==> src/rtl/core/gdfo_pkg.sv <==
// ============================================================================
// gdfo_pkg
// Shared types and constants for the depth-first order engine.
// ============================================================================
package gdfo_pkg;

    // Fixed field widths of the ports
    localparam int VERTEX_W = 6;
    localparam int COUNT_W  = 7;

    // Vertex ids on the ports never reach past this many vertices
    localparam int VERTEX_LIMIT = 2 ** VERTEX_W;

    // Parameter defaults
    localparam int DEF_MAX_VERTICES = 64;
    localparam int DEF_MAX_EDGES    = 256;

    // Reset value of the vertex count register
    localparam logic [COUNT_W-1:0] VERTEX_COUNT_RESET = 7'd4;

    // Command codes
    localparam logic CMD_ADD_EDGE = 1'b0;
    localparam logic CMD_TRAVERSE = 1'b1;

    // Controller states
    typedef enum logic [3:0] {
        ST_IDLE,
        ST_ADD_VTX,
        ST_ADD_LINK,
        ST_WALK_ROOT,
        ST_WALK_LOADV,
        ST_WALK_STEP,
        ST_WALK_EDGE,
        ST_WALK_LOADP,
        ST_WALK_FLUSH
    } gdfo_state_t;

    // Request from the controller to the output stage
    typedef struct packed {
        logic                push;
        logic                flush;
        logic                dropped;
        logic [VERTEX_W-1:0] vertex;
    } gdfo_emit_t;

endpackage

==> src/rtl/core/gdfo_out_stage.sv <==
// ============================================================================
// gdfo_out_stage
// Holds the most recent visited vertex until the next one (or the end of the
// traversal) tells whether it is the last, then passes it to the output
// register.
// ============================================================================
module gdfo_out_stage (
    input  logic                          clk,
    input  logic                          rst_n,
    input  gdfo_pkg::gdfo_emit_t          emit,
    output logic                          emit_ready,
    output logic                          out_valid,
    input  logic                          out_stall,
    output logic [gdfo_pkg::VERTEX_W-1:0] visited_vertex,
    output logic                          last_of_run,
    output logic                          edges_dropped
);

    logic                          pend_valid_reg;
    logic                          pend_valid_next;
    logic [gdfo_pkg::VERTEX_W-1:0] pend_vertex_reg;
    logic                          pend_drop_reg;
    logic                          out_valid_reg;
    logic                          out_valid_next;
    logic [gdfo_pkg::VERTEX_W-1:0] out_vertex_reg;
    logic                          out_last_reg;
    logic                          out_drop_reg;
    logic                          out_free;
    logic                          move;

    // Output register free when empty or being taken now
    assign out_free   = !out_valid_reg || !out_stall;
    assign emit_ready = !pend_valid_reg || out_free;
    assign move       = pend_valid_reg && out_free && (emit.push || emit.flush);

    // Valid flags
    always_comb
    begin
        pend_valid_next = pend_valid_reg;
        if (emit.push)
        begin
            pend_valid_next = 1'b1;
        end
        else if (move)
        begin
            pend_valid_next = 1'b0;
        end

        out_valid_next = out_valid_reg;
        if (move)
        begin
            out_valid_next = 1'b1;
        end
        else if (out_free)
        begin
            out_valid_next = 1'b0;
        end
    end

    always_ff @(posedge clk or negedge rst_n)
    begin
        if (!rst_n)
        begin
            pend_valid_reg <= 1'b0;
            out_valid_reg  <= 1'b0;
        end
        else
        begin
            pend_valid_reg <= pend_valid_next;
            out_valid_reg  <= out_valid_next;
        end
    end

    // Payload
    always_ff @(posedge clk)
    begin
        if (emit.push)
        begin
            pend_vertex_reg <= emit.vertex;
            pend_drop_reg   <= emit.dropped;
        end
        if (move)
        begin
            out_vertex_reg <= pend_vertex_reg;
            out_drop_reg   <= pend_drop_reg;
            out_last_reg   <= emit.flush;
        end
    end

    assign out_valid      = out_valid_reg;
    assign visited_vertex = out_vertex_reg;
    assign last_of_run    = out_last_reg;
    assign edges_dropped  = out_drop_reg;

endmodule

==> config.mk <==
export PLATFORM = sky130hd
export DESIGN_NAME = gdfo_out_stage
export DESIGN_NICKNAME = d
export VERILOG_FILES = /design/src/rtl/core/gdfo_pkg.sv /design/src/rtl/core/gdfo_out_stage.sv
export SDC_FILE = /design/constraint.sdc
export NUM_CORES = 1
export LEC_CHECK = 0
export ABC_CLOCK_PERIOD_IN_PS = 4000
export BUFFER_PORTS_ARGS = -buffer_cell sky130_fd_sc_hd__buf_2
export CORE_UTILIZATION = 36
export CTS_CLUSTER_DIAMETER = 200
export DETAILED_ROUTE_END_ITERATION = 10
export HOLD_SLACK_MARGIN = 0.05
export PLACE_DENSITY = 0.66
export SETUP_SLACK_MARGIN = 0.5
export SLEW_MARGIN = 40
export SYNTH_ARGS = -nofsm -noshare
export SYNTH_HDL_FRONTEND = slang
export SYNTH_SLANG_ARGS = --single-unit
==> constraint.sdc <==
create_clock -name clk -period 4 [get_ports clk]
set_input_delay 0.8 -clock clk [delete_from_list [all_inputs] [get_ports clk]]
set_output_delay 0.8 -clock clk [all_outputs]
set_load 0.01 [all_outputs]
Word-level counts from Yosys, hierarchy flattened
Cells that the tools add are included.
- flip-flop bits (word level): 17
- output and inout bits: 10
- input port bits: 12
- word-level logic and storage cells: 21
- multiplexer cells: 4
- reduce and logical (&&, ||, !) cells: 10
- operators with widths (operator ; count):
    2-to-1 mux 1 bit ; 4
    nonzero test 2 bit ; 2
    logical NOT 1 bit ; 3
    logical OR 1 bit ; 3
    logical AND 1 bit ; 2

Longest topological paths before layout
- word-level depth: 6
- gate-level depth with buffers: 2
- depth with buffers taken out: 2

Worst setup path before layout
No wires, ideal clock.
- kind: input port to flip-flop
- start point: in emit[7] (netlist bit)
- end point: reg out_drop_reg, in the netlist edges_dropped (enable)
- cell stages on the path: 2
- buffers on the path: 0
- data required time: 3.624 ns
- slack: 2.278 ns
- arrival time: 1.347 ns
- library setup time: 0.376 ns
- cells stage by stage: o21ai_0 -> a21oi_1
- longest elaborated chain between the ends: 2
- ends and longest elaborated chain (what ; line ; text):
    from (decl) ; gdfo_out_stage.sv:10 ; input gdfo_pkg::gdfo_emit_t emit,
    logical OR 1 bit ; gdfo_out_stage.sv:34 ; assign move = pend_valid_reg && out_free && (emit.push || emit.flush);
    logical AND 1 bit ; gdfo_out_stage.sv:34 ;
    net move ; gdfo_out_stage.sv:29 ; logic move;
    to (signal assigned) ; gdfo_out_stage.sv:85 ; out_drop_reg <= pend_drop_reg;
    to (decl) ; gdfo_out_stage.sv:27 ; logic out_drop_reg;
The timed path passes the listed nets, and every way through them passes these cells.
A chain may end at the register's enable or synchronous reset.

Worst setup path after layout
- start point: in out_stall
- end point: out emit_ready
- longest elaborated chain between the ends: 3
- ends and longest elaborated chain (what ; line ; text):
    from (decl) ; gdfo_out_stage.sv:13 ; input logic out_stall,
    logical NOT 1 bit ; gdfo_out_stage.sv:32 ; assign out_free = !out_valid_reg || !out_stall;
    logical OR 1 bit ; gdfo_out_stage.sv:32 ;
    logical OR 1 bit ; gdfo_out_stage.sv:33 ; assign emit_ready = !pend_valid_reg || out_free;
    to (decl) ; gdfo_out_stage.sv:11 ; output logic emit_ready,
Every way passes these cells.

==> results_dict.tcl <==
set metrics [dict create \
    worst_pin_slew_ns 0.721 \
    grt_pass1_vias 236 \
    drive_above_1_share 0.500 \
    critPathMaxStageDelay_ns 0.14 \
    drv_slew 0 \
    timing.reg2reg.setup_slack_ns 2.56 \
    min_period_over_period 0.476 \
    antenna_found_initial 0 \
    fp.dieH_um 40.6 \
    globalplace.congestion 0.699 \
    final_antenna_net_count 0 \
    synth-warning-count 0 \
    max_cap_viol_count 0 \
    crit_arrival_ns 1.10 \
    cts_tree "built" \
    synth_seq_area_share 0.932 \
    fin_nets 63 \
    cts_sinks 17 \
    coreArea_mm2 0.00135 \
    required_ns 3.20 \
    r2r-end "visited_vertex[0]" \
    cts.htree.levels 1 \
    mappedNetlistArea_um2 537 \
    p_leak_uw 0.000280 \
    clkTransAtPathRegs_ns 0.10 \
    fin_tns_setup_ns 0 \
    r2r-start "pend_valid_reg" \
    grt_pass1_wl_mm 1.07 \
    path_max_fanout 3 \
    port_buffers 21 \
    setup_viol 0 \
    num_rows 13 \
    synth-seq-cells 17 \
    n_fill_cell 128 \
    p_seq_frac 0.642 \
    hold_class "input port to asynchronous set/reset pin" \
    ir_worst_vdd_mv 0.223 \
    hold_viol_final 0 \
    synthDistinctLibCells 9 \
    post_cts_buffers 0 \
    hold_buffers 0 \
    syn2layout_area_growth_pct 28.7 \
    slew_headroom 0.519 \
    clockPowerShare 0.271 \
    p_sw_uw 75.8 \
    p_per_area_mw_per_mm2 489 \
    grt_usage 0.110 \
    layoutNonFillerInstCount 65 \
    drc 0 \
    die_w_um 40.6 \
    slowest_stage "buf_2" \
    status "finished clean" \
    holdWs_ns 0.277 \
    final.setup_skew_ns 0.00168 \
    cp_cell_sequence "buf_2, nand3_1, buf_2" \
    vias_per_cell 4.40 \
    ctsResizeCount 0 \
    worstSetupPathType "input port to primary output" \
    synthCells 25 \
    final_core_util 0.512 \
    cp-end-kind "primary output" \
    swShare 0.224 \
    wl_per_cell_um 11.7 \
    antennaDiodeCount 0 \
    rsz0062_at_grt "false" \
    clk_path_buf_depth 2 \
    crit_buf_inv 2 \
    firstDrtPassIters 4 \
    drtIter0Drc 11 \
    dieArea_mm2 0.00165 \
    syn_nets 37 \
    grt_max_degree 12 \
    period_needed_ns 1.90 \
    dp_cells 61 \
    root_buffer "clkbuf_4" \
    ioPinCount 22 \
    numCtsBuffers 3 \
    max_freq_ghz 0.525 \
    r2r_cells 2 \
    routed_wl_um 763 \
    clk_latency_ns 0.28 \
    vias 286 \
    gr-total-overflow 0 \
    initial_core_util 0.398 \
    start_kind "input port" \
    avgSynthCellArea_um2 21.5 \
    p_comb_frac 0.087 \
    cpLargestDelayFamily "buffers and inverters" \
    cpMostUsedCell "buf_2" \
    power.internal_uw 262 \
]
==> cell families after synthesis <==
| logic type | synth area share |
|---|---|
| AND/OR/NAND/NOR | 0.0303 |
| flip-flops | 0.932 |
| buffers and inverters | 0.00699 |
| AO/OA/AOI/OAI | 0.0303 |
==> power by group through the flow <==
stage / clock (uW) / combinational (uW) / sequential, uW
final: 91.5 / 29.5 / 217
after global routing: 101 / 33.8 / 219
after CTS: 94.6 / 30.0 / 217
after detailed placement: 0 / 30.0 / 221
after global placement: 0 / 29.3 / 221
after floorplan: 0 / 7.02 / 226
==> placed cells by master, fill, tap and decap left out <==
master      instances
clkbuf_4            3
a31oi_1             1
a21oi_1             1
nand2_1             2
buf_2              21
o21ai_0             1
edfxtp_1           15
inv_1               1
dfrtp_1             2
nand3_1             1
nor2_1              1
clkinvlp_4          1
==> worst register-to-register path, cell delays in order (launching register included) <==
cell	delay (ns)
dfrtp_1	0.39
o21ai_0	0.12
a21oi_1	0.58
==> layer usage <==
| metal | up-vias | global-route usage | wire (um) |
|---|---|---|---|
| li1 | 143 | - | - |
| met1 | 127 | 0.142 | 331 |
| met2 | 14 | 0.147 | 362 |
| met3 | 2 | 0.0326 | 46 |
| met4 | 0 | 0.100 | 23 |
| met5 | - | 0 | 0 |
==> through the flow <==
| step | setup slack, ns | cell area [um2] | power, uW |
|---|---|---|---|
| floorplan | 2.28 | 537 | 233 |
| global placement | 1.94 | 661 | 250 |
| detailed placement | 1.91 | 661 | 251 |
| CTS | 2.10 | 691 | 342 |
| global route | 2.06 | 691 | 354 |
| finish | 2.10 | 691 | 338 |
==> worst max-delay path by stage <==
stage,from,end,slack (ns),cells past startpoint
floorplan,emit[7],edges_dropped,2.28,2
detailed placement,emit[8],visited_vertex[0],1.91,3
global route,out_stall,emit_ready,2.06,3
global placement,emit[8],visited_vertex[0],1.94,3
CTS,out_stall,emit_ready,2.10,3
finish,out_stall,emit_ready,2.10,3
==> Yosys cell counts <==
library cell,number,area [um2]
edfxtp_1,15,450
dfrtp_1,2,50.1
nand2_1,2,7.51
a21oi_1,1,5.00
a31oi_1,1,6.26
inv_1,1,3.75
nand3_1,1,5.00
nor2_1,1,3.75
o21ai_0,1,5.00
==> area by class of cell <==
cell class	instances	area [um2]	share of cell area
repair buffers	21	105	0.152
flip-flops and latches	17	500	0.725
clock inverters	1	7.51	0.0109
inverters	1	3.75	0.00543
well taps	15	18.8	0.0272
clock buffers	3	22.5	0.0326
multi-input cells	7	32.5	0.0471
Power figures use the tool's default switching activity.
