`config.mk`:
```
export PLATFORM = sky130hd
export DESIGN_NAME = gdfo_ram
export DESIGN_NICKNAME = d
export VERILOG_FILES = /design/src/rtl/core/gdfo_ram.sv
export SDC_FILE = /design/constraint.sdc
export NUM_CORES = 1
export LEC_CHECK = 0
export BUFFER_PORTS_ARGS = -buffer_cell sky130_fd_sc_hd__buf_2
export CAP_MARGIN = 10
export CELL_PAD_IN_SITES_DETAIL_PLACEMENT = 1
export CELL_PAD_IN_SITES_GLOBAL_PLACEMENT = 1
export CORE_MARGIN = 3
export CORE_UTILIZATION = 50
export CTS_BUF_LIST = sky130_fd_sc_hd__clkbuf_16
export CTS_CLUSTER_SIZE = 28
export DETAILED_ROUTE_END_ITERATION = 12
export GPL_TIMING_DRIVEN = 0
export PLACE_DENSITY_LB_ADDON = 0.1
export SLEW_MARGIN = 20
export SYNTH_ARGS = -nofsm -noshare
export SYNTH_HDL_FRONTEND = slang
export SYNTH_SLANG_ARGS = --single-unit
```
`constraint.sdc`:
```
create_clock -name clk -period 2.29 [get_ports clk]
set_input_delay 0.1145 -clock clk [delete_from_list [all_inputs] [get_ports clk]]
set_output_delay 0.1145 -clock clk [all_outputs]
set_load 0.05 [all_outputs]
```
`src/rtl/core/gdfo_ram.sv`:
```
// ============================================================================
// gdfo_ram
// Generic simple dual-port RAM: one write port, one read port, registered
// read data that holds while no read is issued.
// ============================================================================
module gdfo_ram #(
    parameter int WIDTH = 8,
    parameter int DEPTH = 16
) (
    input  logic                     clk,
    input  logic                     wr_en,
    input  logic [$clog2(DEPTH)-1:0] wr_addr,
    input  logic [WIDTH-1:0]         wr_data,
    input  logic                     rd_en,
    input  logic [$clog2(DEPTH)-1:0] rd_addr,
    output logic [WIDTH-1:0]         rd_data
);

    logic [WIDTH-1:0] mem [DEPTH];
    logic [WIDTH-1:0] rd_data_reg;

    // Write port
    always_ff @(posedge clk)
    begin
        if (wr_en)
        begin
            mem[wr_addr] <= wr_data;
        end
    end

    // Registered read port
    always_ff @(posedge clk)
    begin
        if (rd_en)
        begin
            rd_data_reg <= mem[rd_addr];
        end
    end

    assign rd_data = rd_data_reg;

endmodule

```
Word-level counts from Yosys, hierarchy flattened

Memories as Yosys holds them, arrays and structs flattened. A register that Yosys moved wholly into a read port is not among the register bits.
Index checks and enable logic that the tools add are counted.

Mux-type cells: 2

Operators with widths:

| kind             | count |
|---|---|
| 2-to-1 mux 1 bit | 2 |

Input port bits: 19
Flip-flop bits (word level): 0
Output and inout bits: 8
Memories kept: 1
Bits in writable memories: 128
Word-level logic and storage cells: 3

Memories:

| memory | depth | bits a word | rd ports | clocked after memory_dff | wr ports | RTL line | text |
|---|---|---|---|---|---|---|---|
| mem    | 16    | 8           | 1        | 1                        | 1        | 19       | `logic [WIDTH-1:0] mem [DEPTH];` |

Longest topological paths before layout

Gate-level depths: netlist of run 1.

Depth in word-level cells: 2
Gate-level depth with buffers: 5
Mapped depth without buffers: 3

Least setup slack after synthesis of run 1

Ideal clock, no wire load.

Path kind: input to register
Start: input port wr_addr[2]
End: memory mem[0][0], enable pin
Arrival time: 1224 ps
Setup time: 383 ps
Required time: 1907 ps
Stages: 2
Buffers on the path: 0
Setup slack: 683 ps
Cell sequence: or3b_2 > nor3_1

RTL lines:

| item               | RTL line | text |
|---|---|---|
| start: declaration | 12       | `input logic [$clog2(DEPTH)-1:0] wr_addr,` |
| end: declaration   | 19       |  |

Straight into the memory's write port.

==> results.json, run 1 <==
{
  "synth_cells": 229,
  "min_from": "rd_en",
  "grt_pass1_vias": 2645,
  "place_congestion": 0.717,
  "cpLargestDelayFamily": "multiplexers",
  "finalCriticalPeriod_ns": 1.60,
  "drive_gt1_share_pct": 29.1,
  "antenna_found_initial": 0,
  "ioPinCount": 27,
  "wl_um": 10800,
  "path_cells": "mux4_1, a22oi_1, nand2_1",
  "wl_per_cell_um": 25.8,
  "grt_overflow": 0,
  "core_um2": 9950,
  "drv_slew": 0,
  "hold-path-cell-count": 1,
  "crit_fanout": 1,
  "end_kind": "flop",
  "synth-seq-cells": 136,
  "cts-root-buf": "clkbuf_16",
  "dieArea_um2": 11700,
  "p_switching_mw": 1.16,
  "critPathKind": "reg2reg",
  "antenna_left": 0,
  "multiInputGateArea_um2": 1080,
  "relSlewSlack_pct": 42.0,
  "ctsHoldBuffers": 0,
  "fill_cells": 853,
  "seqCellArea_um2": 4080,
  "vias": 2442,
  "status": "complete, no violations",
  "tightest_slew_ns": 0.866,
  "yosysTopAreaCell": "edfxtp_1",
  "finalCritPeriodShare_pct": 69.9,
  "crit_buf_inv": 0,
  "synth_cell_types": 18,
  "area_delta_synth_final_pct": 15.4,
  "crit_slowest_cell": "mux4_1",
  "die_w_um": 108,
  "rrSetupSlack_ns": 0.69,
  "port_buffers": 25,
  "p_clk_share_pct": 42.1,
  "skew_ns": 0.00768,
  "comb_power_share_pct": 5.7,
  "cts_tree": "built",
  "hold_viol_final": 0,
  "irDropWorstVdd_mv": 0.647,
  "setup-violations-final": 0,
  "clockBufferDepth": 2,
  "critPathLaunchType": "flop",
  "leakagePower_nw": 2.01,
  "grt_pass1_wl_um": 16300,
  "synth.cell_area_um2": 5230,
  "remaining_drc_errors": 0,
  "reg2reg_depth": 3,
  "grt_max_degree": 17,
  "yosys_warnings": 0,
  "r2r_end": "rd_data[0]$_DFFE_PP_",
  "synth_top_area_share_pct": 78.1,
  "switching_share_pct": 21.4,
  "setup_tns_ns": 0,
  "critPathArrivalTime_ns": 1.74,
  "num_rows": 36,
  "finalNetCount": 292,
  "dr.pass1.iters": 4,
  "stdcell_count": 418,
  "seq_power_share_pct": 52.1,
  "hpwl_um": 6720,
  "crit_required_ns": 2.43,
  "finalInstanceArea_um2": 6030,
  "timing.hold.ws_ns": 0.0509,
  "avgSynthCellArea_um2": 22.8,
  "post_cts_buffers": 0,
  "r2r-start": "mem[5][0]$_DFFE_PP_",
  "drt_iter0_markers": 161,
  "hold_class": "in2reg",
  "max-cap-violations": 0,
  "insertion_delay_ns": 0.41,
  "yosysSeqAreaShare_pct": 78.1,
  "cpPeakStageDelay_ns": 0.57,
  "fmax_mhz": 624,
  "rsz0062_at_grt": "false",
  "grt.total_usage_pct": 20.5,
  "initial_core_util_pct": 52.5,
  "clkTransAtPathRegs_ns": 0.06,
  "clock-sinks": 136,
  "power.density_nw_per_um2": 896,
  "p_int_mw": 4.25,
  "p_total_mw": 5.41,
  "cts_max_level": 4,
  "synth_nets": 248,
  "ctsResizeCount": 0,
  "cts_buffers": 17,
  "antenna_cells": 0,
  "die_h_um": 108,
  "synth.area.top_cells": "edfxtp_1 78%, mux4_2 7.8%, mux4_1 7.0%, a22oi_1 2.3%, nor2_1 0.93%",
  "placed_cells": 387,
  "place_area_um2": 5540,
  "largest_register_ffs": 128,
  "hold_end": "rd_data[7]$_DFFE_PP_",
  "vias_per_cell": 5.84
}
-- placed cells by master, fill, tap and decap left out, drive strengths merged --
cell,n
clkinvlp,3
a22oi,16
mux4,32
nor3,4
clkdlybuf4s25,3
nand2b,2
and2b,1
clkinv,9
nand3b,2
or3b,1
clkbuf,17
and2,1
nor2b,1
inv,2
nand2,9
buf,32
edfxtp,136
nor2,13
nand3,1
-- cells in the mapped netlist (all sizes together) --
master,number
edfxtp,136
mux4,32
a22oi,16
nor2,13
nand2,9
buf,7
nor3,4
clkdlybuf4s25,3
nand2b,2
nand3b,2
and2,1
and2b,1
nand3,1
nor2b,1
or3b,1
-- per-layer routing --
layer  up-vias  routed length (µm)  track usage, %
met5         -                   0               0
met4         0                 212            8.21
met3        12                 439            5.13
met2        80                5290            31.7
met1      1280                4830            28.4
li1       1070                   -               -
-- cell families (layout without fill, tap and decap cells) --
family,Yosys count,in the layout,synth area share [%]
simple gates,35,35,3.14
flops,136,136,78.1
mux,32,32,14.8
compound gates,16,16,2.30
buf+inv,10,66,1.65
-- final cells by class --
class	count	share of cell area (%)
Buffer	10	1.43
Clock inverter	14	1.16
Timing Repair Buffer	25	2.07
Multi-Input combinational cell	83	17.9
Sequential cell	136	67.7
Tap cell	133	2.76
Clock buffer	17	7.05
-- power by group through the flow --
stage	Sequential [mW]	Combinational, mW	Clock [mW]
6_report	2.82	0.311	2.28
5_1_grt	2.82	0.334	2.43
4_1_cts	2.82	0.314	2.32
3_5_place_dp	2.87	0.312	0
3_3_place_gp	2.87	0.303	0
2_1_floorplan	2.91	0.142	0
-- worst max path at each step --
stage	startpoint	endpoint	depth (start not counted)
detailed placement	wr_addr[2]	mem[0][4]$_DFFE_PP_	3
finish	mem[5][0]$_DFFE_PP_	rd_data[0]$_DFFE_PP_	3
global route	mem[5][0]$_DFFE_PP_	rd_data[0]$_DFFE_PP_	3
global placement	wr_addr[2]	mem[0][1]$_DFFE_PP_	3
CTS	mem[5][0]$_DFFE_PP_	rd_data[0]$_DFFE_PP_	3
floorplan	wr_addr[2]	mem[0][0]$_DFFE_PP_	2
-- per-stage QoR --
stage          worst slack (ns)  util [%]
3_3_place_gp              0.116      55.4
4_1_cts                   0.697      60.6
5_1_grt                   0.624      60.6
6_report                  0.688      60.6
2_1_floorplan             0.683         -
3_5_place_dp              0.428      55.6
(Power assumes the default switching activity.)
==> run 2, diff against run 1 <==
--- a/config.mk
+++ b/config.mk
@@ -5,12 +5,13 @@
 export SDC_FILE = /design/constraint.sdc
 export NUM_CORES = 1
 export LEC_CHECK = 0
+export ABC_AREA = 1
 export BUFFER_PORTS_ARGS = -buffer_cell sky130_fd_sc_hd__buf_2
 export CAP_MARGIN = 10
 export CELL_PAD_IN_SITES_DETAIL_PLACEMENT = 1
 export CELL_PAD_IN_SITES_GLOBAL_PLACEMENT = 1
 export CORE_MARGIN = 3
-export CORE_UTILIZATION = 50
+export CORE_UTILIZATION = 49
 export CTS_BUF_LIST = sky130_fd_sc_hd__clkbuf_16
 export CTS_CLUSTER_SIZE = 28
 export DETAILED_ROUTE_END_ITERATION = 12
==> constraint.sdc (replaced) <==
create_clock -name clk -period 1.5 [get_ports clk]
set_input_delay 0.075 -clock clk [delete_from_list [all_inputs] [get_ports clk]]
set_output_delay 0.075 -clock clk [all_outputs]
set_load 0.05 [all_outputs]
==> results.json, run 2 <==
{
  "status": "complete, no violations",
  "grt_max_degree": 17,
  "clockBufferDepth": 2,
  "ctsHoldBuffers": 0,
  "num_rows": 39,
  "synth_cells": 551,
  "yosysSeqAreaShare_pct": 69.8,
  "max-cap-violations": 0,
  "wl_um": 15900,
  "path_cells": "inv_1, nand2_1, nand3_1, nand3_1, nand3_1, nand2_1",
  "clkTransAtPathRegs_ns": 0.06,
  "synth_cell_types": 11,
  "fmax_mhz": 823,
  "grt.total_usage_pct": 25.7,
  "finalCritPeriodShare_pct": 81.0,
  "skew_ns": 0.00887,
  "irDropWorstVdd_mv": 0.758,
  "cpPeakStageDelay_ns": 0.38,
  "die_w_um": 115,
  "remaining_drc_errors": 0,
  "tightest_slew_ns": 1.06,
  "antenna_left": 0,
  "leakagePower_nw": 2.91,
  "relSlewSlack_pct": 29.3,
  "multiInputGateArea_um2": 1210,
  "drt_iter0_markers": 354,
  "die_h_um": 115,
  "antenna_cells": 0,
  "crit_fanout": 1,
  "synth.area.top_cells": "edfxtp_1 70%, nand2_1 11%, nand3_1 8.3%, inv_1 6.4%, buf_6 1.2%",
  "drv_slew": 0,
  "final_util_pct": 57.9,
  "setup-violations-final": 0,
  "dr.pass1.iters": 5,
  "wl_per_cell_um": 21.2,
  "initial_core_util_pct": 50.8,
  "vias": 4082,
  "post_cts_buffers": 0,
  "switching_share_pct": 22.3,
  "antenna_found_initial": 0,
  "critPathKind": "reg2reg",
  "layout_common_cells": "173 x nand2_1, 136 x edfxtp_1, 107 x inv_1, 97 x nand3_1, 36 x buf_2",
  "crit_required_ns": 1.66,
  "end_kind": "flop",
  "final_common_cell": "nand2_1",
  "seq_power_share_pct": 49.2,
  "finalCriticalPeriod_ns": 1.21,
  "synth-seq-cells": 136,
  "seqCellArea_um2": 4080,
  "p_int_mw": 6.80,
  "grt_overflow": 0,
  "yosys_warnings": 0,
  "synth.cell_area_um2": 5850,
  "hpwl_um": 10500,
  "cts_tree": "built",
  "rsz0062_at_grt": "false",
  "comb_power_share_pct": 7.3,
  "cts-root-buf": "clkbuf_16",
  "power.density_nw_per_um2": 1310,
  "area_delta_synth_final_pct": 14.1,
  "core_um2": 11500,
  "hold_viol_final": 0,
  "ioPinCount": 27,
  "synthFlopType": "edfxtp_1",
  "path_common_cell": "nand3_1",
  "port_buffers": 23,
  "cts_max_level": 4,
  "drive_gt1_share_pct": 11.3,
  "yosysMostFrequentCell": "nand2_1",
  "async_reset_ff_share_pct": 0,
  "fill_cells": 1259,
  "hold_class": "in2reg",
  "synth-edff-count": 136,
  "critPathArrivalTime_ns": 1.38,
  "cts_buffers": 17,
  "crit_slowest_cell": "edfxtp_1",
  "synth_top_area_share_pct": 69.8,
  "vias_per_cell": 5.46,
  "ctsResizeCount": 0,
  "largest_register_ffs": 128,
  "clock-sinks": 136,
  "grt_pass1_vias": 4071,
  "p_clk_share_pct": 43.5,
  "finalNetCount": 612,
  "place_congestion": 0.834,
  "timing.hold.ws_ns": 0.0274,
  "p_switching_mw": 1.95,
  "yosysTopAreaCell": "edfxtp_1",
  "critPathLaunchType": "flop",
  "ys_top_cells_by_count": "173 x nand2_1, 136 x edfxtp_1, 100 x inv_1",
  "synth_nets": 570,
  "p_total_mw": 8.75,
  "grt_pass1_wl_um": 24200,
  "insertion_delay_ns": 0.42,
  "dieArea_um2": 13300,
  "avgSynthCellArea_um2": 10.6
}
run 2: final timing paths:
check | start | endpoint | slack [ns] | cells past startpoint
max | mem[11][4]$_DFFE_PP_ | rd_data[4]$_DFFE_PP_ | 0.29 | 6
min reg2reg | mem[7][2]$_DFFE_PP_ | rd_data[2]$_DFFE_PP_ | 0.78 | 6
min | rd_en | rd_data[3]$_DFFE_PP_ | 0.03 | 1
max reg2reg | mem[11][4]$_DFFE_PP_ | rd_data[4]$_DFFE_PP_ | 0.29 | 6
run 2: layout make-up:
class | instances | share of cell area [%]
Inverter | 102 | 5.74
Multi-Input combinational cell | 289 | 18.2
Clock buffer | 17 | 6.38
Tap cell | 143 | 2.68
Timing Repair Buffer | 23 | 1.73
Buffer | 24 | 2.50
Clock inverter | 13 | 1.54
Sequential cell | 136 | 61.2
run 2: cell families (layout without fill, tap and decap cells):
group | after synthesis | in the layout | synth area share [%]
flops | 136 | 136 | 69.8
simple gates | 289 | 289 | 20.8
buf+inv | 126 | 179 | 9.39
run 2: routing by layer:
metal	global-route usage [%]	routed length [µm]	vias up
met1	36.6	6970	2046
met2	39.1	7420	150
met3	5.42	1130	21
met5	0	0	-
met4	9.55	347	0
li1	-	-	1865
run 2: power by group through the flow:
stage,clock (mW),sequential (mW),combinational [mW]
floorplan,0,4.44,0.300
global placement,0,4.38,0.607
detailed placement,0,4.38,0.627
CTS,3.83,4.31,0.635
global route,3.99,4.31,0.696
finish,3.81,4.31,0.636
run 2: per-stage QoR:
| step | setup WS, ns | instance area [µm²] | instances | setup TNS (ns) |
|---|---|---|---|---|
| after floorplan | 0.474 | 5850 | 551 | 0 |
| after CTS | 0.314 | 6670 | 747 | 0 |
| after global placement | -0.0347 | 6140 | 717 | -0.988 |
| final | 0.285 | 6670 | 747 | 0 |
| after global routing | 0.214 | 6670 | 747 | 0 |
| after detailed placement | -0.111 | 6140 | 717 | -3.10 |
run 2: critical path, delay by kind of cell (launching register included):
| family | cells | cell delay, ns |
|---|---|---|
| AND/OR/NAND/NOR | 5 | 0.51 |
| flip-flops | 1 | 0.38 |
| buffers and inverters | 1 | 0.07 |
==> run 3, diff against run 2 <==
--- a/config.mk
+++ b/config.mk
@@ -5,13 +5,13 @@
 export SDC_FILE = /design/constraint.sdc
 export NUM_CORES = 1
 export LEC_CHECK = 0
-export ABC_AREA = 1
+export ABC_AREA = 0
 export BUFFER_PORTS_ARGS = -buffer_cell sky130_fd_sc_hd__buf_2
 export CAP_MARGIN = 10
 export CELL_PAD_IN_SITES_DETAIL_PLACEMENT = 1
 export CELL_PAD_IN_SITES_GLOBAL_PLACEMENT = 1
 export CORE_MARGIN = 3
-export CORE_UTILIZATION = 49
+export CORE_UTILIZATION = 50
 export CTS_BUF_LIST = sky130_fd_sc_hd__clkbuf_16
 export CTS_CLUSTER_SIZE = 28
 export DETAILED_ROUTE_END_ITERATION = 12
==> constraint.sdc (replaced) <==
create_clock -name clk -period 1.2 [get_ports clk]
set_input_delay 0.06 -clock clk [delete_from_list [all_inputs] [get_ports clk]]
set_output_delay 0.06 -clock clk [all_outputs]
set_load 0.05 [all_outputs]
==> results.json, run 3 (synthesis results as in run 1) <==
{
  "status": "finished, violations left",
  "violations": "setup timing",
  "finalCritPeriodShare_pct": 119,
  "hold_class": "in2reg",
  "cpLargestDelayFamily": "multiplexers",
  "crit_buf_inv": 0,
  "vias": 2421,
  "relSlewSlack_pct": 39.3,
  "cts_tree": "built",
  "setup-violations-final": 8,
  "tightest_slew_ns": 0.907,
  "wl_per_cell_um": 25.3,
  "path_cells": "mux4_2, a22oi_2, nand2_1",
  "drt-met1-wl_um": 4640,
  "antenna_left": 0,
  "hold_viol_final": 0,
  "port_buffers": 25,
  "clkTransAtPathRegs_ns": 0.05,
  "clockBufferDepth": 2,
  "cts_max_level": 4,
  "die_w_um": 108,
  "p_total_mw": 10.6,
  "grt_pass1_wl_um": 16300,
  "end_kind": "flop",
  "num_rows": 36,
  "drive_gt1_share_pct": 39.2,
  "core_um2": 9950,
  "place_area_um2": 5520,
  "place_congestion": 0.738,
  "finalWorstSetupSlack_ns": -0.229,
  "rsz0062_at_grt": "true",
  "cts-root-buf": "clkbuf_16",
  "cpPeakStageDelay_ns": 0.53,
  "finalCriticalPeriod_ns": 1.43,
  "irDropWorstVdd_mv": 1.07,
  "max-cap-violations": 0,
  "vias_per_cell": 5.78,
  "wl_um": 10600,
  "fmax_mhz": 700,
  "leakagePower_nw": 1.98,
  "largest_register_ffs": 128,
  "remaining_drc_errors": 0,
  "layout_common_cells": "136 x edfxtp_1, 32 x mux4_2, 28 x buf_2, 17 x clkbuf_16, 11 x a22oi_2",
  "initial_core_util_pct": 52.5,
  "highest_layer": "met4",
  "skew_ns": 0.00746,
  "hpwl_um": 6550,
  "clock-sinks": 136,
  "wl_met2_um": 5260,
  "grt_overflow": 0,
  "power.density_nw_per_um2": 1720,
  "antenna_found_initial": 0,
  "critPathLaunchType": "flop",
  "grt_max_degree": 17,
  "drv_slew": 0,
  "finalInstanceArea_um2": 6150,
  "crit_fanout": 1,
  "final_util_pct": 61.8,
  "critPathArrivalTime_ns": 1.57,
  "crit_slowest_cell": "mux4_2",
  "antenna_cells": 0,
  "dr.pass1.iters": 4,
  "grt_pass1_vias": 2602,
  "ioPinCount": 27,
  "drt_iter0_markers": 160,
  "wl_met3_um": 572,
  "insertion_delay_ns": 0.41,
  "setup_tns_ns": -1.62,
  "final_common_cell": "edfxtp_1",
  "grt.total_usage_pct": 20.3,
  "timing.hold.ws_ns": 0.0533,
  "cts_buffers": 17,
  "finalNetCount": 294,
  "area_delta_synth_final_pct": 17.7,
  "critPathKind": "reg2reg",
  "die_h_um": 108,
  "dieArea_um2": 11700,
  "crit_required_ns": 1.34
}
-- run 3: per-layer routing --
metal | vias to the layer above | track usage [%]
met1 | 1280 | 29.1
li1 | 1059 | -
met5 | - | 0
met2 | 71 | 31.4
met4 | 0 | 5.41
met3 | 11 | 5.79
-- run 3: final cells by class --
cell class / instances / area, µm²
Sequential cell: 136 / 4080
Fill cell: 834 / 3800
Multi-Input combinational cell: 83 / 1110
Clock buffer: 17 / 425
Tap cell: 133 / 166
Timing Repair Buffer: 27 / 155
Buffer: 10 / 120
Clock inverter: 13 / 92.6
-- run 3: worst paths after layout --
kind / start / end / slack [ns] / cells past startpoint
worst max register to register: mem[15][6]$_DFFE_PP_ / rd_data[6]$_DFFE_PP_ / -0.23 / 3
worst max-delay path: mem[15][6]$_DFFE_PP_ / rd_data[6]$_DFFE_PP_ / -0.23 / 3
worst min-delay path: wr_data[6] / mem[15][6]$_DFFE_PP_ / 0.05 / 1
worst min register to register: mem[11][5]$_DFFE_PP_ / rd_data[5]$_DFFE_PP_ / 0.77 / 3
-- run 3: repair_timing --
item / in CTS / in global routing
hold buffers: 1 / 0
setup endpoints to repair: 40 / 25
buffers inserted: 0 / 1
gates resized for setup: 13 / 6
pin swaps: 3 / 3
hold endpoints to repair: 8 / 0
-- run 3: through the flow --
stage,setup WS [ns],cells
final,-0.229,419
after global routing,-0.282,419
after CTS,-0.240,418
after detailed placement,-0.569,387
after global placement,-0.560,387
after floorplan,-0.126,229
-- run 3: power by group --
group          leakage (nW)  switching, mW  internal [mW]
clock network         0.249           1.79           2.76
registers              1.24         0.0245           5.36
logic                 0.497          0.413          0.243
-- run 3: worst register-to-register path, stage by stage (launching register included) --
cell	delay, ns
edfxtp_1	0.37
mux4_2	0.53
a22oi_2	0.17
nand2_1	0.10
