`src/rtl/core/gdfo_pkg.sv`:
```
// ============================================================================
// gdfo_pkg
// Shared types and constants for the depth-first order engine.
// ============================================================================
package gdfo_pkg;

    // Fixed field widths of the ports
    localparam int VERTEX_W = 6;
    localparam int COUNT_W  = 7;

    // Vertex ids on the ports never reach past this many vertices
    localparam int VERTEX_LIMIT = 2 ** VERTEX_W;

    // Parameter defaults
    localparam int DEF_MAX_VERTICES = 64;
    localparam int DEF_MAX_EDGES    = 256;

    // Reset value of the vertex count register
    localparam logic [COUNT_W-1:0] VERTEX_COUNT_RESET = 7'd4;

    // Command codes
    localparam logic CMD_ADD_EDGE = 1'b0;
    localparam logic CMD_TRAVERSE = 1'b1;

    // Controller states
    typedef enum logic [3:0] {
        ST_IDLE,
        ST_ADD_VTX,
        ST_ADD_LINK,
        ST_WALK_ROOT,
        ST_WALK_LOADV,
        ST_WALK_STEP,
        ST_WALK_EDGE,
        ST_WALK_LOADP,
        ST_WALK_FLUSH
    } gdfo_state_t;

    // Request from the controller to the output stage
    typedef struct packed {
        logic                push;
        logic                flush;
        logic                dropped;
        logic [VERTEX_W-1:0] vertex;
    } gdfo_emit_t;

endpackage

```
`src/rtl/core/gdfo_ctrl.sv`:
```
// ============================================================================
// gdfo_ctrl
// Sequencer for edge appends and the depth-first walk. Keeps the vertex and
// edge tables in two RAMs and updates them read-modify-write.
// Vertex entry: {head, tail, saved cursor, parent}. Edge entry: {target, next}.
// ============================================================================
module gdfo_ctrl #(
    parameter int MAX_VERTICES = gdfo_pkg::DEF_MAX_VERTICES,
    parameter int MAX_EDGES    = gdfo_pkg::DEF_MAX_EDGES,
    localparam int NV  = (MAX_VERTICES < gdfo_pkg::VERTEX_LIMIT) ?
                         MAX_VERTICES : gdfo_pkg::VERTEX_LIMIT,
    localparam int VW  = $clog2(NV),
    localparam int EW  = $clog2(MAX_EDGES),
    localparam int LW  = $clog2(MAX_EDGES + 1),
    localparam int VXW = 3 * LW + VW,
    localparam int EXW = VW + LW
) (
    input  logic                          clk,
    input  logic                          rst_n,
    // configuration
    input  logic                          cfg_valid,
    input  logic [gdfo_pkg::COUNT_W-1:0]  vertex_count,
    // input channel
    input  logic                          in_valid,
    output logic                          in_stall,
    input  logic                          command,
    input  logic [gdfo_pkg::VERTEX_W-1:0] src_vertex,
    input  logic [gdfo_pkg::VERTEX_W-1:0] dst_vertex,
    // vertex RAM
    output logic                          vwr_en,
    output logic [VW-1:0]                 vwr_addr,
    output logic [VXW-1:0]                vwr_data,
    output logic                          vrd_en,
    output logic [VW-1:0]                 vrd_addr,
    input  logic [VXW-1:0]                vrd_data,
    // edge RAM
    output logic                          ewr_en,
    output logic [EW-1:0]                 ewr_addr,
    output logic [EXW-1:0]                ewr_data,
    output logic                          erd_en,
    output logic [EW-1:0]                 erd_addr,
    input  logic [EXW-1:0]                erd_data,
    // output stage
    output gdfo_pkg::gdfo_emit_t          emit,
    input  logic                          emit_ready
);

    localparam int NW = $clog2(NV + 1);
    localparam logic [LW-1:0] NULL_LINK = LW'(MAX_EDGES);

    gdfo_pkg::gdfo_state_t state_reg;
    gdfo_pkg::gdfo_state_t state_next;

    logic [gdfo_pkg::COUNT_W-1:0] vcount_reg;
    logic [LW-1:0]                edges_used_reg;
    logic [LW-1:0]                edges_used_next;
    logic                         drop_reg;
    logic                         drop_next;
    logic [NV-1:0]                nonempty_reg;
    logic [NV-1:0]                nonempty_next;
    logic [NV-1:0]                visited_reg;
    logic [NV-1:0]                visited_next;
    logic [NW-1:0]                root_reg;
    logic [NW-1:0]                root_next;

    logic [VW-1:0]                src_reg;
    logic [VW-1:0]                dst_reg;
    logic [VW-1:0]                cur_reg;
    logic [VW-1:0]                cur_next;
    logic [LW-1:0]                cursor_reg;
    logic [LW-1:0]                cursor_next;
    logic [LW-1:0]                top_head_reg;
    logic [LW-1:0]                top_head_next;
    logic [LW-1:0]                top_tail_reg;
    logic [LW-1:0]                top_tail_next;
    logic [VW-1:0]                top_parent_reg;
    logic [VW-1:0]                top_parent_next;
    logic [LW-1:0]                link_reg;

    logic [NW-1:0]                n_eff;
    logic                         accept;
    logic                         add_ok;
    logic [VW-1:0]                root_idx;
    logic                         root_live;
    logic                         root_push;
    logic                         cur_done;
    logic                         at_root;
    logic                         edge_cand;
    logic                         edge_push;
    logic [VW-1:0]                push_idx;

    logic [LW-1:0]                vrd_head;
    logic [LW-1:0]                vrd_tail;
    logic [LW-1:0]                vrd_cursor;
    logic [VW-1:0]                vrd_parent;
    logic [VW-1:0]                erd_target;
    logic [LW-1:0]                erd_next;

    // RAM entry fields
    assign vrd_head   = vrd_data[VXW-1 -: LW];
    assign vrd_tail   = vrd_data[VXW-1-LW -: LW];
    assign vrd_cursor = vrd_data[VW +: LW];
    assign vrd_parent = vrd_data[VW-1:0];
    assign erd_target = erd_data[EXW-1 -: VW];
    assign erd_next   = erd_data[LW-1:0];

    // Vertex count in use, limited to the table size
    assign n_eff = (vcount_reg > gdfo_pkg::COUNT_W'(NV)) ? NW'(NV) : vcount_reg[NW-1:0];

    // Decode
    assign accept    = in_valid && (state_reg == gdfo_pkg::ST_IDLE);
    assign add_ok    = (gdfo_pkg::COUNT_W'(src_vertex) < gdfo_pkg::COUNT_W'(n_eff))
                    && (gdfo_pkg::COUNT_W'(dst_vertex) < gdfo_pkg::COUNT_W'(n_eff))
                    && (edges_used_reg != NULL_LINK);
    assign root_idx  = root_reg[VW-1:0];
    assign root_live = root_reg < n_eff;
    assign root_push = (state_reg == gdfo_pkg::ST_WALK_ROOT) && root_live
                    && !visited_reg[root_idx] && emit_ready;
    assign cur_done  = cursor_reg == NULL_LINK;
    assign at_root   = cur_reg == root_idx;
    assign edge_cand = (NW'(erd_target) < n_eff) && !visited_reg[erd_target];
    assign edge_push = (state_reg == gdfo_pkg::ST_WALK_EDGE) && edge_cand && emit_ready;
    assign push_idx  = (state_reg == gdfo_pkg::ST_WALK_ROOT) ? root_idx : erd_target;

    // Next state
    always_comb
    begin
        state_next = state_reg;
        case (state_reg)
            gdfo_pkg::ST_IDLE:
            begin
                if (accept)
                begin
                    if (command == gdfo_pkg::CMD_TRAVERSE)
                    begin
                        state_next = gdfo_pkg::ST_WALK_ROOT;
                    end
                    else if (add_ok)
                    begin
                        state_next = gdfo_pkg::ST_ADD_VTX;
                    end
                end
            end
            gdfo_pkg::ST_ADD_VTX:
            begin
                state_next = nonempty_reg[src_reg] ? gdfo_pkg::ST_ADD_LINK : gdfo_pkg::ST_IDLE;
            end
            gdfo_pkg::ST_ADD_LINK:
            begin
                state_next = gdfo_pkg::ST_IDLE;
            end
            gdfo_pkg::ST_WALK_ROOT:
            begin
                if (!root_live)
                begin
                    state_next = gdfo_pkg::ST_WALK_FLUSH;
                end
                else if (root_push)
                begin
                    state_next = gdfo_pkg::ST_WALK_LOADV;
                end
            end
            gdfo_pkg::ST_WALK_LOADV:
            begin
                state_next = gdfo_pkg::ST_WALK_STEP;
            end
            gdfo_pkg::ST_WALK_LOADP:
            begin
                state_next = gdfo_pkg::ST_WALK_STEP;
            end
            gdfo_pkg::ST_WALK_STEP:
            begin
                if (!cur_done)
                begin
                    state_next = gdfo_pkg::ST_WALK_EDGE;
                end
                else if (at_root)
                begin
                    state_next = gdfo_pkg::ST_WALK_ROOT;
                end
                else
                begin
                    state_next = gdfo_pkg::ST_WALK_LOADP;
                end
            end
            gdfo_pkg::ST_WALK_EDGE:
            begin
                if (!edge_cand)
                begin
                    state_next = gdfo_pkg::ST_WALK_STEP;
                end
                else if (edge_push)
                begin
                    state_next = gdfo_pkg::ST_WALK_LOADV;
                end
            end
            gdfo_pkg::ST_WALK_FLUSH:
            begin
                if (emit_ready)
                begin
                    state_next = gdfo_pkg::ST_IDLE;
                end
            end
            default:
            begin
                state_next = gdfo_pkg::ST_IDLE;
            end
        endcase
    end

    // Outputs: RAM ports, emit request, input stall
    always_comb
    begin
        in_stall     = state_reg != gdfo_pkg::ST_IDLE;
        vwr_en       = 1'b0;
        vwr_addr     = cur_reg;
        vwr_data     = {top_head_reg, top_tail_reg, erd_next, top_parent_reg};
        vrd_en       = 1'b0;
        vrd_addr     = src_vertex[VW-1:0];
        ewr_en       = 1'b0;
        ewr_addr     = edges_used_reg[EW-1:0];
        ewr_data     = {dst_reg, NULL_LINK};
        erd_en       = 1'b0;
        erd_addr     = cursor_reg[EW-1:0];
        emit.push    = root_push || edge_push;
        emit.flush   = state_reg == gdfo_pkg::ST_WALK_FLUSH;
        emit.dropped = drop_reg;
        emit.vertex  = gdfo_pkg::VERTEX_W'(push_idx);
        case (state_reg)
            gdfo_pkg::ST_IDLE:
            begin
                // fetch the source entry of a valid edge
                vrd_en = accept && (command == gdfo_pkg::CMD_ADD_EDGE) && add_ok;
            end
            gdfo_pkg::ST_ADD_VTX:
            begin
                // update source entry, store new edge, fetch old tail edge
                vwr_en   = 1'b1;
                vwr_addr = src_reg;
                vwr_data = {nonempty_reg[src_reg] ? vrd_head : edges_used_reg,
                            edges_used_reg, vrd_cursor, vrd_parent};
                ewr_en   = 1'b1;
                erd_en   = nonempty_reg[src_reg];
                erd_addr = vrd_tail[EW-1:0];
            end
            gdfo_pkg::ST_ADD_LINK:
            begin
                // chain old tail to the new edge
                ewr_en   = 1'b1;
                ewr_addr = top_tail_reg[EW-1:0];
                ewr_data = {erd_target, link_reg};
            end
            gdfo_pkg::ST_WALK_ROOT:
            begin
                vrd_en   = root_push;
                vrd_addr = root_idx;
            end
            gdfo_pkg::ST_WALK_STEP:
            begin
                erd_en   = !cur_done;
                vrd_en   = cur_done && !at_root;
                vrd_addr = top_parent_reg;
            end
            gdfo_pkg::ST_WALK_EDGE:
            begin
                // descend: save our frame, fetch the child entry
                vwr_en   = edge_push;
                vrd_en   = edge_push;
                vrd_addr = erd_target;
            end
            default:
            begin
                vwr_en = 1'b0;
            end
        endcase
    end

    // Datapath next values
    always_comb
    begin
        edges_used_next = edges_used_reg;
        drop_next       = drop_reg;
        nonempty_next   = nonempty_reg;
        visited_next    = visited_reg;
        root_next       = root_reg;
        cur_next        = cur_reg;
        cursor_next     = cursor_reg;
        top_head_next   = top_head_reg;
        top_tail_next   = top_tail_reg;
        top_parent_next = top_parent_reg;
        case (state_reg)
            gdfo_pkg::ST_IDLE:
            begin
                if (accept && (command == gdfo_pkg::CMD_TRAVERSE))
                begin
                    visited_next = '0;
                    root_next    = '0;
                end
                else if (accept && !add_ok)
                begin
                    drop_next = 1'b1;
                end
            end
            gdfo_pkg::ST_ADD_VTX:
            begin
                nonempty_next[src_reg] = 1'b1;
                edges_used_next        = edges_used_reg + LW'(1);
                top_tail_next          = vrd_tail;
            end
            gdfo_pkg::ST_WALK_ROOT:
            begin
                if (root_push)
                begin
                    visited_next[root_idx] = 1'b1;
                    cur_next               = root_idx;
                    top_parent_next        = root_idx;
                end
                else if (root_live)
                begin
                    root_next = visited_reg[root_idx] ? root_reg + NW'(1) : root_reg;
                end
            end
            gdfo_pkg::ST_WALK_LOADV:
            begin
                top_head_next = vrd_head;
                top_tail_next = vrd_tail;
                cursor_next   = nonempty_reg[cur_reg] ? vrd_head : NULL_LINK;
            end
            gdfo_pkg::ST_WALK_LOADP:
            begin
                top_head_next   = vrd_head;
                top_tail_next   = vrd_tail;
                top_parent_next = vrd_parent;
                cursor_next     = vrd_cursor;
            end
            gdfo_pkg::ST_WALK_STEP:
            begin
                if (cur_done && at_root)
                begin
                    root_next = root_reg + NW'(1);
                end
                else if (cur_done)
                begin
                    cur_next = top_parent_reg;
                end
            end
            gdfo_pkg::ST_WALK_EDGE:
            begin
                if (!edge_cand)
                begin
                    cursor_next = erd_next;
                end
                else if (edge_push)
                begin
                    visited_next[erd_target] = 1'b1;
                    top_parent_next          = cur_reg;
                    cur_next                 = erd_target;
                end
            end
            default:
            begin
                drop_next = drop_reg;
            end
        endcase
    end

    // Control registers
    always_ff @(posedge clk or negedge rst_n)
    begin
        if (!rst_n)
        begin
            state_reg      <= gdfo_pkg::ST_IDLE;
            vcount_reg     <= gdfo_pkg::VERTEX_COUNT_RESET;
            edges_used_reg <= '0;
            drop_reg       <= 1'b0;
            nonempty_reg   <= '0;
            visited_reg    <= '0;
            root_reg       <= '0;
        end
        else
        begin
            state_reg      <= state_next;
            edges_used_reg <= edges_used_next;
            drop_reg       <= drop_next;
            nonempty_reg   <= nonempty_next;
            visited_reg    <= visited_next;
            root_reg       <= root_next;
            if (cfg_valid)
            begin
                vcount_reg <= vertex_count;
            end
        end
    end

    // Payload registers
    always_ff @(posedge clk)
    begin
        if (accept)
        begin
            src_reg <= src_vertex[VW-1:0];
            dst_reg <= dst_vertex[VW-1:0];
        end
        if (state_reg == gdfo_pkg::ST_ADD_VTX)
        begin
            link_reg <= edges_used_reg;
        end
        cur_reg        <= cur_next;
        cursor_reg     <= cursor_next;
        top_head_reg   <= top_head_next;
        top_tail_reg   <= top_tail_next;
        top_parent_reg <= top_parent_next;
    end

    // Checks
    a_edges_bounded: assert property (@(posedge clk) disable iff (!rst_n)
        edges_used_reg <= NULL_LINK)
        else $error("edge count beyond store size");

    a_drop_sticky: assert property (@(posedge clk) disable iff (!rst_n)
        drop_reg |=> drop_reg)
        else $error("drop flag cleared");

    a_visit_once: assert property (@(posedge clk) disable iff (!rst_n)
        emit.push |-> !visited_reg[push_idx])
        else $error("vertex emitted twice in one traversal");

    a_cursor_written: assert property (@(posedge clk) disable iff (!rst_n)
        (state_reg == gdfo_pkg::ST_WALK_STEP && !cur_done) |-> cursor_reg < edges_used_reg)
        else $error("walk cursor points at an unwritten edge");

    a_edge_port_clash: assert property (@(posedge clk) disable iff (!rst_n)
        (ewr_en && erd_en) |-> ewr_addr != erd_addr)
        else $error("edge RAM read and write hit one entry");

endmodule

```
`config.mk`:
```
export PLATFORM = sky130hd
export DESIGN_NAME = gdfo_ctrl
export DESIGN_NICKNAME = d
export VERILOG_FILES = /design/src/rtl/core/gdfo_pkg.sv /design/src/rtl/core/gdfo_ctrl.sv
export SDC_FILE = /design/constraint.sdc
export NUM_CORES = 1
export LEC_CHECK = 0
export ABC_AREA = 1
export BUFFER_PORTS_ARGS = -buffer_cell sky130_fd_sc_hd__buf_2
export CAP_MARGIN = 20
export CORE_MARGIN = 2
export CORE_UTILIZATION = 37
export DETAILED_ROUTE_END_ITERATION = 16
export PLACE_DENSITY_LB_ADDON = 0.2
export SYNTH_ARGS = -nofsm -noshare
export SYNTH_HDL_FRONTEND = slang
export SYNTH_SLANG_ARGS = --single-unit
```
`constraint.sdc`:
```
create_clock -name clk -period 9 [get_ports clk]
set_input_delay 0.9 -clock clk [delete_from_list [all_inputs] [get_ports clk]]
set_output_delay 0.9 -clock clk [all_outputs]
set_load 0.02 [all_outputs]
```
==> Yosys cells after proc, flatten, opt, wreduce, memory -nomap -nowiden <==
Index checks and enable logic that the tools add are counted.
W data, S select, Z words.
{ "word_totals": {"regBits": 216, "input_bits": 73, "out_inout_bits": 90, "elab_cells": 164} }
{ "op_classes": {"n_addsub": 2, "n_lt_le_gt_ge": 12, "eq_ne": 27, "n_mux": 62, "bitwise": 5, "n_reduce_logical": 41} }
{ "op_table": {"columns": ["cell", "n"], "rows": [
  ["$mux W64", 4],
  ["$or A64 B64 Y64", 3],
  ["$pmux W64 S3", 1],
  ["$mux W6", 9],
  ["$pmux W6 S3", 3],
  ["$mux W7", 6],
  ["$mux W33", 1],
  ["$mux W4", 8],
  ["$lt A6 B7 Y1 const B", 4],
  ["$pmux W4 S7", 1],
  ["$mux W9", 3],
  ["$pmux W9 S3", 1],
  ["$bmux W1 S6", 4],
  ["$lt A6 B7 Y1", 3],
  ["$pmux W7 S3", 1],
  ["$ne A2 B2 Y1 const B", 10],
  ["$demux W1 S6", 3],
  ["$ge A6 B1 Y1 const B", 3],
  ["$logic_and A1 B1 Y1", 18],
  ["$eq A4 B3 Y1 const B", 4],
  ["$mux W8", 2],
  ["$mux W15", 1],
  ["$reduce_bool A3 Y1", 5],
  ["$reduce_and A6 Y1", 2],
  ["other kinds (28)", 49]
]} }

==> Longest topological paths before layout <==
{ "depth": {"depth_word": 9, "mapped_depth": 17, "depth_no_buf": 16} }

==> Worst setup path after synthesis <==
Ideal clock, no wire load.
{ "synth_timing": {"kind": "in2out", "from": "input port erd_data[10]", "to": "output port vrd_en", "arrival_time_ns": 2.167, "required_time_ns": 8.100, "setup_slack_ns": 5.933, "cell_stages": 14, "n_path_buf": 2, "cell_sequence": "buf_2 -> inv_2 -> clkbuf_1 -> nand2_1 -> nand2_1 -> nand2_1 -> nand2_1 -> nand2_1 -> nand2_1 -> nor2_2 -> nand4_1 -> inv_1 -> nand2_1 -> nand3_1"} }
{ "synth_between": {"elab_chain_cells": 7, "word_cells_on_any_way": 8, "cone_classes": "order compare: 1; mux: 3; reduce/logical: 4"} }
{ "synth_lines": {"columns": ["element", "line", "source"], "rows": [
  ["from (decl)", "gdfo_ctrl.sv:42", "input logic [EXW-1:0] erd_data,"],
  ["$bmux W1 S6", "gdfo_ctrl.sv:121", "assign edge_cand = (NW'(erd_target) < n_eff) && !visited_reg[erd_target];"],
  ["$mux W1 (not written as such)", "gdfo_ctrl.sv:121", null],
  ["$logic_not A1 Y1", "gdfo_ctrl.sv:121", null],
  ["$logic_and A1 B1 Y1 *", "gdfo_ctrl.sv:121", null],
  ["$logic_and A1 B1 Y1 * (2 in a row)", "gdfo_ctrl.sv:122", "assign edge_push = (state_reg == gdfo_pkg::ST_WALK_EDGE) && edge_cand && emit_ready;"],
  ["$pmux W1 S4 *", "gdfo_ctrl.sv:229", "case (state_reg)"],
  ["to (decl)", "gdfo_ctrl.sv:33", "output logic vrd_en,"]
]} }
Every way passes the cells marked *; elsewhere a longest branch is shown, timed or not. The select of a mux whose other input is x is not followed.

==> Final worst setup path <==
{ "layout_timing": {"from": "register vcount_reg[0] (netlist bit)", "to": "register visited_reg[54]"} }
{ "layout_between": {"elab_chain_cells": 8, "word_cells_on_any_way": 14, "cone_classes": "order compare: 3; eq/ne: 3; mux: 1; reduce/logical: 7"} }
{ "layout_lines": {"columns": ["element", "line", "source"], "rows": [
  ["from (decl)", "gdfo_ctrl.sv:54", "logic [gdfo_pkg::COUNT_W-1:0] vcount_reg;"],
  ["from (signal assigned)", "gdfo_ctrl.sv:373", "vcount_reg <= gdfo_pkg::VERTEX_COUNT_RESET;"],
  ["from (signal assigned)", "gdfo_ctrl.sv:390", "vcount_reg <= vertex_count;"],
  ["$gt A7 B7 Y1", "gdfo_ctrl.sv:108", "assign n_eff = (vcount_reg > gdfo_pkg::COUNT_W'(NV)) ? NW'(NV) : vcount_reg[NW-1:0];"],
  ["$mux W7 *", "gdfo_ctrl.sv:108", null],
  ["$lt A6 B7 Y1 / $lt A7 B7 Y1 (equally long branches)", "gdfo_ctrl.sv:121, gdfo_ctrl.sv:116", null],
  ["$logic_and A1 B1 Y1 (on tied branches)", "gdfo_ctrl.sv:121, gdfo_ctrl.sv:117", null],
  ["$logic_and A1 B1 Y1 (on tied branches) (2 in a row)", "gdfo_ctrl.sv:122, gdfo_ctrl.sv:118", null],
  ["$ne A2 B2 Y1 (no source line)", null, null],
  ["$reduce_and A5 Y1 (no source line) *", null, null],
  ["to (signal assigned)", "gdfo_ctrl.sv:386", "visited_reg <= visited_next;"],
  ["to (decl)", "gdfo_ctrl.sv:61", "logic [NV-1:0] visited_reg;"]
]} }
Every way passes the cells marked *; elsewhere a longest branch is shown, timed or not.
A chain may end at the register's enable or synchronous reset.

==> results.sh <==
export IMPL_synth_area_mm2=0.01408
export IMPL_die_area_mm2=0.03963
export IMPL_dr_first_iter_drc_count=1530
export IMPL_synth_top_cells_by_count="nand2_1, inv_1, o21ai_0"
export IMPL_routed_via_count=14660
export IMPL_grt_pass1_vias=13710
export IMPL_syn_nets=2104
export IMPL_antenna_left=0
export IMPL_routabilityCongestion=0.8991
export IMPL_ir_drop_mv=0.2809
export IMPL_required_ns=9.46
export IMPL_io_buffers=162
export IMPL_totalWireLength_um=50500
export IMPL_die_y_um=199.1
export IMPL_die_x_um=199.1
export IMPL_grt_ovfl_total=0
export IMPL_initial_core_util_pct=37.47
export IMPL_crit_path_end_kind="flip-flop"
export IMPL_fin_tns_setup_ns=0
export IMPL_synth_distinct_cells=43
export IMPL_fillers=3955
export IMPL_ys_seq_area_share_pct=40.53
export IMPL_cap_violations=0
export IMPL_grt_antenna_before_repair=0
export IMPL_fin_crit_sh_pct=51.28
export IMPL_clkTransAtPathRegs_ns=0.06
export IMPL_synth_ff_type="dfrtp_1"
export IMPL_grt_max_degree=82
export IMPL_r2r_start="vcount_reg[0]$_DFFE_PN0P_"
export IMPL_final_min_clock_period_ns=4.615
export IMPL_leakage_nw=7.918
export IMPL_synthToLayoutAreaGrowth_pct=13.90
export IMPL_row_count=71
export IMPL_yosysMostFrequentCell="nand2_1"
export IMPL_yosys_area_top_type="dfrtp_1"
export IMPL_routed_via_density=5.535
export IMPL_ios=163
export IMPL_wl_per_cell_um=19.07
export IMPL_finish_utilization_pct=42.68
export IMPL_clock_sinks=216
export IMPL_powerDensity_mw_per_mm2=279.0
export IMPL_ctsHoldBuffers=0
export IMPL_nets=2213
export IMPL_post_cts_buffers=0
export IMPL_clk_path_buf_depth=3
export IMPL_hold_class="primary input to async pin"
export IMPL_finalClockSkew_ns=0.01850
export IMPL_avgSynthCellArea_um2=7.016
export IMPL_fmax_mhz=216.7
export IMPL_syn_instance_count=2007
export IMPL_synth_edf_count=60
export IMPL_slew_violations=0
export IMPL_rsz0062_at_grt="no"
export IMPL_antenna_cells=0
export IMPL_critical_path_max_fanout=66
export IMPL_r2r_cells=15
export IMPL_drc=0
export IMPL_rr_endpoint="visited_reg[54]$_DFFE_PN0P_"
export IMPL_synthTopCellsByArea="dfrtp_1, nand2_1, edfxtp_1"
export IMPL_multi_input_area_mm2=0.006900
export IMPL_outcome="finished, final reports clean"
export IMPL_synthArstFlopShare_pct=72.22
export IMPL_cts_buffers=27
export IMPL_ctsResizeCount=0
export IMPL_max_slew_margin_pct=25.04
export IMPL_cp_start_kind="flip-flop"
export IMPL_arrival_ns=5.07
export IMPL_ff_latch_area_mm2=0.005707
export IMPL_path_class="flip-flop to flip-flop"
export IMPL_drt_pass1_iter_count=6
export IMPL_clk_latency_ns=0.58
export IMPL_grt_pass1_wl_um=77490
export IMPL_coreArea_mm2=0.03758
export IMPL_place_hpwl_um=34350
export IMPL_final_hold_viol_count=0
export IMPL_ys_warn_count=0
export IMPL_cts_tree="yes"
export IMPL_tightest_slew_ns=1.124
export IMPL_synth_seq_cells=216
export IMPL_root_buffer="clkbuf_16"
export IMPL_finalSetupViolCount=0
export IMPL_yosysTopAreaCellShare_pct=27.55
export IMPL_h_tree_depth=1
export IMPL_track_usage_pct=25.11
export IMPL_drive_above_1_share_pct=11.23
export IMPL_reg2reg_slack_ns=4.38
## per-layer routing
| metal | track usage, % | vias up | share of wire, % |
|---|---|---|---|
| met5 | 0 | - | 0 |
| met4 | 10.83 | 0 | 4.4 |
| met3 | 4.405 | 134 | 8.7 |
| met2 | 40.90 | 712 | 46 |
| met1 | 32.79 | 6923 | 41 |
| li1 | - | 6888 | - |
## stage by stage
step | instances | cell area [um2] | hold WS [ns] | total power, W | worst slack (ns)
5_1_grt | 2648 | 16040 | 0.4513 | 0.004764 | 3.982
6_report | 2648 | 16040 | 0.3877 | 0.004474 | 4.385
2_1_floorplan | 2007 | 14080 | 0.4325 | 0.002758 | 5.933
3_3_place_gp | 2596 | 15170 | 0.4494 | 0.003418 | 4.031
3_5_place_dp | 2596 | 15170 | 0.4578 | 0.003434 | 3.930
4_1_cts | 2646 | 16000 | 0.4153 | 0.004479 | 4.298
## kinds of logic after synthesis
| family | synth area share (%) |
|---|---|
| flip-flops | 40.53 |
| AND/OR/NAND/NOR | 27.87 |
| AO/OA/AOI/OAI | 17.58 |
| adder cells (fa/ha/maj) | 2.133 |
| buffers and inverters | 10.65 |
| XOR/XNOR | 0.7464 |
| multiplexers | 0.4798 |
## critical path, stage by stage, from the launching register on
cell      delay (ns)
dfrtp_1         0.43
nor2_1          0.13
nand3_1         0.07
nand2_1         0.17
nand2_1         0.19
ha_1            0.33
a21oi_1         0.15
nor2_1          0.06
a211oi_1        0.15
a21boi_0        0.57
nand4_1         0.35
nand2_2         0.12
buf_4           0.62
nand3_4         0.78
nand2_1         0.25
nand2_1         0.08
## how the worst max path moves through the flow
stage | from | to | slack (ns) | cells past startpoint
6_report | vcount_reg[0]$_DFFE_PN0P_ | visited_reg[54]$_DFFE_PN0P_ | 4.38 | 15
5_1_grt | vcount_reg[0]$_DFFE_PN0P_ | visited_reg[59]$_DFFE_PN0P_ | 3.98 | 15
4_1_cts | vcount_reg[0]$_DFFE_PN0P_ | visited_reg[54]$_DFFE_PN0P_ | 4.30 | 15
3_5_place_dp | erd_data[9] | visited_reg[54]$_DFFE_PN0P_ | 3.93 | 18
3_3_place_gp | erd_data[9] | visited_reg[61]$_DFFE_PN0P_ | 4.03 | 18
2_1_floorplan | erd_data[10] | vrd_en | 5.93 | 14
## cell usage in the layout, fill, tap and decap left out, types with 30 or more instances in the layout
cell type | Yosys | layout
nand2_1 | 608 | 608
nand4_1 | 75 | 75
o21ai_0 | 251 | 251
nor2_1 | 124 | 123
o22ai_1 | 83 | 83
inv_1 | 258 | 258
nand3_1 | 79 | 79
dfrtp_1 | 155 | 155
a21oi_1 | 53 | 52
buf_2 | 30 | 161
edfxtp_1 | 60 | 60
nor3_1 | 30 | 30
## final cells by class
class / instances / area share [%]
multi-input combinational: 1425 / 43.03
sequential: 216 / 35.58
inverter: 269 / 6.311
timing repair buffer: 177 / 5.945
clock buffer: 40 / 4.767
tap: 511 / 3.987
clock inverter: 10 / 0.3823
## power by group
part / switching (W) / internal [W]
logic: 0.00149 / 0.000518
clock network: 0.000452 / 0.000587
registers: 0.000158 / 0.00127
(Power assumes the default switching activity.)
